--- src/hw/rtl/drm_pkg.sv ---
// Shared constants, register indexes and widths for the drift retime multiplier.
package drm_pkg;

    // Fixed field widths
    localparam int DRIFT_W    = 32;
    localparam int MULT_W     = 18;
    localparam int CORR_W     = 17;
    localparam int SMOOTH_W   = 17;
    localparam int DB_W       = 24;
    localparam int FULL_W     = 25;
    localparam int CFG_IDX_W  = 3;
    localparam int CFG_DATA_W = 25;

    // Default number of fraction bits (Q16)
    localparam int DEF_FRAC_BITS = 16;

    // Register indexes on the config port
    localparam logic [CFG_IDX_W-1:0] CFG_CORR_ON   = 3'd0;
    localparam logic [CFG_IDX_W-1:0] CFG_MAX_CORR  = 3'd1;
    localparam logic [CFG_IDX_W-1:0] CFG_SMOOTHING = 3'd2;
    localparam logic [CFG_IDX_W-1:0] CFG_DEADBAND  = 3'd3;
    localparam logic [CFG_IDX_W-1:0] CFG_FULL_DIST = 3'd4;

    // Register reset values
    localparam logic                RST_CORR_ON   = 1'b1;
    localparam logic [CORR_W-1:0]   RST_MAX_CORR  = 17'd3277;
    localparam logic [SMOOTH_W-1:0] RST_SMOOTHING = 17'd6554;
    localparam logic [DB_W-1:0]     RST_DEADBAND  = 24'd480;
    localparam logic [FULL_W-1:0]   RST_FULL_DIST = 25'd4800;

endpackage

--- src/hw/rtl/drm_div_pipe.sv ---
// Pipelined restoring divider, one quotient bit per stage, with sideband.
module drm_div_pipe
    import drm_pkg::*;
#(
    parameter int NW = 43,  // numerator width
    parameter int DW = 25,  // divisor width
    parameter int QW = 17,  // quotient width (quotient known to fit)
    parameter int SW = 1    // sideband width
) (
    input  logic          i_clk,
    input  logic          i_rst_n,
    input  logic          i_vld,
    input  logic [NW-1:0] i_num,
    input  logic [DW-1:0] i_den,
    input  logic [SW-1:0] i_side,
    output logic          o_vld,
    output logic [QW-1:0] o_quo,
    output logic [SW-1:0] o_side
);

    logic          r_vld  [QW];
    logic [NW-1:0] r_rem  [QW];
    logic [QW-1:0] r_quo  [QW];
    logic [DW-1:0] r_den  [QW];
    logic [SW-1:0] r_side [QW];

    for (genvar k = 0; k < QW; k++) begin : g_stage
        localparam int B = QW - 1 - k;

        logic          vld_in;
        logic [NW-1:0] rem_in;
        logic [QW-1:0] quo_in;
        logic [DW-1:0] den_in;
        logic [SW-1:0] side_in;
        logic [NW-1:0] shd;
        logic [NW-1:0] n_rem;
        logic [QW-1:0] n_quo;

        if (k == 0) begin : g_first
            assign vld_in  = i_vld;
            assign rem_in  = i_num;
            assign quo_in  = '0;
            assign den_in  = i_den;
            assign side_in = i_side;
        end else begin : g_next
            assign vld_in  = r_vld[k-1];
            assign rem_in  = r_rem[k-1];
            assign quo_in  = r_quo[k-1];
            assign den_in  = r_den[k-1];
            assign side_in = r_side[k-1];
        end

        // divisor aligned to this stage's quotient bit
        assign shd = NW'(den_in) << B;

        // trial subtract
        always_comb begin
            n_rem = rem_in;
            n_quo = quo_in;
            if (rem_in >= shd) begin
                n_rem    = rem_in - shd;
                n_quo[B] = 1'b1;
            end
        end

        always_ff @(posedge i_clk) begin
            if (!i_rst_n) begin
                r_vld[k] <= 1'b0;
            end else begin
                r_vld[k] <= vld_in;
            end
        end

        always_ff @(posedge i_clk) begin
            r_rem[k]  <= n_rem;
            r_quo[k]  <= n_quo;
            r_den[k]  <= den_in;
            r_side[k] <= side_in;
        end
    end

    assign o_vld  = r_vld[QW-1];
    assign o_quo  = r_quo[QW-1];
    assign o_side = r_side[QW-1];

endmodule

--- config.mk ---
export PLATFORM = sky130hd
export DESIGN_NAME = drm_div_pipe
export DESIGN_NICKNAME = d
export VERILOG_FILES = /design/src/hw/rtl/drm_pkg.sv /design/src/hw/rtl/drm_div_pipe.sv
export SDC_FILE = /design/constraint.sdc
export NUM_CORES = 2
export LEC_CHECK = 0
export BUFFER_PORTS_ARGS = -buffer_cell sky130_fd_sc_hd__buf_4
export CAP_MARGIN = 20
export CORE_AREA = 2 2 324 326
export CTS_CLUSTER_SIZE = 24
export DETAILED_ROUTE_END_ITERATION = 12
export DIE_AREA = 0 0 326 328
export PLACE_DENSITY = 0.73
export SLEW_MARGIN = 10
export SYNTH_ARGS = -nofsm -noshare
export SYNTH_HDL_FRONTEND = slang
export SYNTH_SLANG_ARGS = --single-unit
--- constraint.sdc ---
create_clock -name i_clk -period 4.9 [get_ports i_clk]
set_input_delay 0.735 -clock i_clk [delete_from_list [all_inputs] [get_ports i_clk]]
set_output_delay 0.735 -clock i_clk [all_outputs]
set_load 0.1 [all_outputs]
# --- Word-level counts from Yosys, hierarchy flattened ---
# Memories as Yosys holds them, arrays and structs flattened.
# Index checks and enable logic that the tools add are counted.
totals:
  mem_bits_rw: 1479
  input_bits: 72
  register_bits: 0
  elab_cells: 109
  memories: 5
op_classes:
  add_sub_neg: 17
  n_lt_le_gt_ge: 17
  muxes: 53
  n_bitwise: 17
mem_list:
  columns: ["name", "depth", "width", "read_ports", "rd_clocked_by_memory_dff", "write_ports", "line", "text"]
  rows:
  - ["r_rem", 17, 43, 16, 0, 17, "drm_div_pipe.sv:22", "logic [NW-1:0] r_rem [QW];"]
  - ["r_den", 17, 25, 16, 0, 17, "drm_div_pipe.sv:24", "logic [DW-1:0] r_den [QW];"]
  - ["r_quo", 17, 17, 17, 0, 17, "drm_div_pipe.sv:23", "logic [QW-1:0] r_quo [QW];"]
  - ["r_side", 17, 1, 17, 0, 17, "drm_div_pipe.sv:25", "logic [SW-1:0] r_side [QW];"]
  - ["r_vld", 17, 1, 17, 0, 17, "drm_div_pipe.sv:21", "logic r_vld [QW];"]
op_table:
  columns: ["operator", "count"]
  rows:
  - ["$mux 43", 17]
  - ["$ge 43x25->1", 1]
  - ["$ge 43x26->1", 1]
  - ["$ge 43x27->1", 1]
  - ["$ge 43x28->1", 1]
  - ["$ge 43x29->1", 1]
  - ["$ge 43x30->1", 1]
  - ["$ge 43x31->1", 1]
  - ["$ge 43x32->1", 1]
  - ["$ge 43x33->1", 1]
  - ["$ge 43x34->1", 1]
  - ["$ge 43x35->1", 1]
  - ["$ge 43x36->1", 1]
  - ["$ge 43x37->1", 1]
  - ["$ge 43x38->1", 1]
  - ["$ge 43x39->1", 1]
  - ["$ge 43x40->1", 1]
  - ["$ge 43x41->1", 1]
  - ["$sub 43x25->43", 1]
  - ["$sub 43x26->43", 1]
  - ["$sub 43x27->43", 1]
  - ["$sub 43x28->43", 1]
  - ["$sub 43x29->43", 1]
  - ["$sub 43x30->43", 1]
  - ["other kinds (13)", 64]

# --- Depth between registers and ports, before layout ---
# An unclocked memory read counts as a cell.
logic_depth:
  depth_word: 3
  ltp_mapped: 15

# --- Worst setup path before layout ---
# OpenSTA, ideal clock, no wires.
synth_path:
  path_kind: "input to register"
  from: "input i_den[17]"
  to: "memory r_rem[0][31]"
  path_slack_ns: 1.577
  arrival_time_ns: 3.202
  setup_ns: 0.121
  cell_stages: 12
  cell_sequence: "inv_1 > ha_1 > clkbuf_1 > nand2_1 > or4_1 > nor3_1 > a2111oi_0 > o211ai_1 > a31o_2 > clkbuf_1 > buf_2 > mux2_2"
synth_rtl:
  columns: ["item", "line", "text"]
  rows:
  - ["start, declared", "drm_div_pipe.sv:14", "input logic [DW-1:0] i_den,"]
  - ["end, declared", "drm_div_pipe.sv:22", null]

==> results.json <==
{
  "status": "finished clean",
  "cts.hold.buffers_added": 0,
  "fin_tns_setup_ns": 0,
  "maxSlewHeadroom": 0.3789,
  "path_clk_slew_ns": 0.06,
  "fin_skew_ns": 0.05431,
  "timing.critical_path.to_type": "register",
  "die_area_um2": 106900,
  "port_buffers": 90,
  "count_of_unresolved_drc_violations_after_routing": 0,
  "critical-path-top-cell-by-count": "inv_1",
  "drv_cap": 0,
  "cells_along_the_critical_path": "inv_1, ha_1, inv_1, fa_1, a21o_1, a21oi_1, o21ai_0, a31oi_1, o31a_1, o21ai_1, a31oi_4, buf_12, mux2_2",
  "worst_ep_arrival_time_ns": 4.56,
  "power-per-cell-area_nw_per_um2": 694.7,
  "worst_skew_pair.late_latency_ns": 0.77,
  "worst_ep_required_time_ns": 5.54,
  "grt_setup_unrepaired": "no",
  "hold_slack_ns": 0.06598,
  "type_of_origin_of_the_critical_path": "register",
  "layout_min_cycle_time_ns": 3.922,
  "total_track_usage": 0.2598,
  "worst-slew-pin-transition_ns": 0.9282,
  "route.detailed.wl_per_inst_um": 18.30,
  "gr-total-overflow": 0,
  "period_share": 0.8004,
  "vdd.ir_drop.worst_uv": 361.1,
  "finalSetupViolCount": 0,
  "fillerInstances": 8591,
  "synth_async_sr_flop_share": 0,
  "grt_antenna_before_repair": 1,
  "synthFlopType": "dfxtp_1",
  "drive_above_1_share": 0.07938,
  "cp_max_fo": 52,
  "ctsLongestPathBuffers": 3,
  "initial_utilization": 0.5478,
  "tritoncts_clock_tree": "done",
  "antenna_violating_nets_post_route": 0,
  "floorplan.core_area_um2": 103200,
  "io_pins": 91,
  "maxSlewViolCount": 0,
  "maxClockFrequency_mhz": 255.0,
  "routabilityCongestion": 0.9785,
  "synth_cells": 6116,
  "synth_area_per_cell_um2": 9.243,
  "detailedRoute.firstIterationViolations": 3136,
  "synthDistinctLibCells": 91,
  "clk_root_buffer_cell": "clkbuf_16",
  "via_count": 43100,
  "area_growth_pct": 12.27,
  "final_stage_net_count": 6742,
  "syn_nets": 6629,
  "max_stage_delay_ns": 0.56,
  "die_w_um": 326,
  "cts_max_level": 4,
  "cp_slowest_cell": "a31oi_1",
  "mappedNetlistArea_um2": 56530,
  "synth_sequential_area_ratio": 0.4515,
  "via_per_inst": 5.585,
  "final_common_cell": "dfxtp_1",
  "most-common-layout-cells": "dfxtp_1, inv_1, a21oi_1",
  "synth-seq-cells": 1275,
  "grt_first_pass_wirelength_um": 222600,
  "hp-class": "input pin to register",
  "synth-edff-count": 0,
  "total_leakage_power_nw": 28.43,
  "first_global_vias": 42490,
  "routed_wl_um": 141200,
  "die_y_um": 328,
  "worstSetupPathType": "register to register",
  "numCtsBuffers": 132,
  "cts_repair_resize_count": 0,
  "grt_max_degree": 53,
  "synth_warnings": 0,
  "dpl.hpwl_um": 110900,
  "postCtsSetupBuffers": 0,
  "rows": 118,
  "drt-pass1-iter-count": 6,
  "clock_sinks": 1275,
  "hold_viol_final": 0
}
-- stage by stage --
step | total power, mW | worst slack [ns] | utilization | instances | instance area, um^2
after global placement | 33.07 | 1.119 | 0.5688 | 7475 | 58700
after CTS | 44.04 | 1.026 | 0.6150 | 7717 | 63470
after detailed placement | 33.29 | 1.051 | 0.5688 | 7475 | 58700
final | 44.09 | 0.9782 | 0.6150 | 7718 | 63470
after floorplan | 28.78 | 1.577 | - | 6116 | 56530
after global routing | 46.99 | 0.7279 | 0.6150 | 7717 | 63470
-- state kept, by name (all words and copies together) (netlist names) --
register and flops:
r_vld 17, r_den 400, r_side 17, r_rem 688, r_quo 153
-- synth_stat cells, types with 17 or more instances --
master        n  share of area
or4_1        31         0.0041
nor2_1      381          0.025
nor2b_1      60         0.0066
nor3_1      125          0.011
nor4_1       74         0.0082
ha_1        425          0.094
nand3_1      97         0.0086
and3_1       43         0.0048
dfxtp_1    1275           0.45
xnor2_1     253          0.039
or2_2        31         0.0034
o31ai_1      36         0.0048
a2111oi_0    22         0.0034
mux2_2       72          0.014
clkbuf_1    103         0.0068
inv_1       547          0.036
a21boi_0     17         0.0023
buf_2        30         0.0027
and2_1       40         0.0044
nand2_1     441          0.029
nand2b_1     58         0.0064
or3_1        32         0.0035
a21oi_1     451          0.040
o21ai_0     390          0.035
nor4b_1      20         0.0031
o211ai_1     25         0.0033
a211oi_1     32         0.0042
nand4_1     106          0.012
a21o_1      247          0.033
o21bai_1     43         0.0057
xor2_1      233          0.036
a31oi_1      64         0.0071
o21a_1       56         0.0074
-- path summary, 6_finish.rpt --
path	from	endpoint	cells past startpoint	slack (ns)
max	r_rem[0][519]	r_rem[0][569]	13	0.98
min	i_den[6]	r_den[0][6]	1	0.07
max reg2reg	r_rem[0][519]	r_rem[0][569]	13	0.98
min reg2reg	r_quo[9][8]	r_quo[10][8]	0	0.31
-- kinds of logic (layout without fill, tap and decap cells) --
family	Yosys count	in the layout	synth area share
AOI/OAI and AO/OA	1521	1521	0.1678
other	0	1	0
DFF	1275	1275	0.4515
and+or+nand+nor	1619	1619	0.1430
adders and majority gates	441	441	0.09973
buffers and inverters	698	919	0.04756
xor gates and xnor gates	486	486	0.07530
muxes	76	76	0.01509
-- per-layer routing --
metal	GRT usage	routed length, um
met5	0	20
met4	0.1124	5478
met3	0.03448	6525
met2	0.4591	68900
met1	0.3164	60310
-- report_power, final --
group | internal, mW | total [mW] | switching, mW
Clock | 6.16 | 10.5 | 4.37
Combinational | 7.94 | 18.1 | 10.2
Sequential | 13.3 | 15.4 | 2.17
-- worst max-delay path: cells and delay by family, from the launching register on --
| family | cells | cell delay (ns) |
|---|---|---|
| buffers and inverters | 3 | 0.39 |
| adder cells (fa/ha/maj) | 2 | 0.57 |
| flip-flops | 1 | 0.32 |
| multiplexers | 1 | 0.36 |
| AO/OA/AOI/OAI | 7 | 2.15 |
-- cell type report --
class	count	area, um^2	area share
Multi-Input combinational cell	4143	28390	0.4473
Sequential cell	1275	25520	0.4022
Clock buffer	168	3679	0.05796
Inverter	549	2061	0.03247
Tap cell	1380	1727	0.02720
Clock inverter	74	1086	0.01711
Timing Repair Buffer	128	998.5	0.01573
Antenna cell	1	2.502	0.00003943
(Power assumes the default switching activity.)
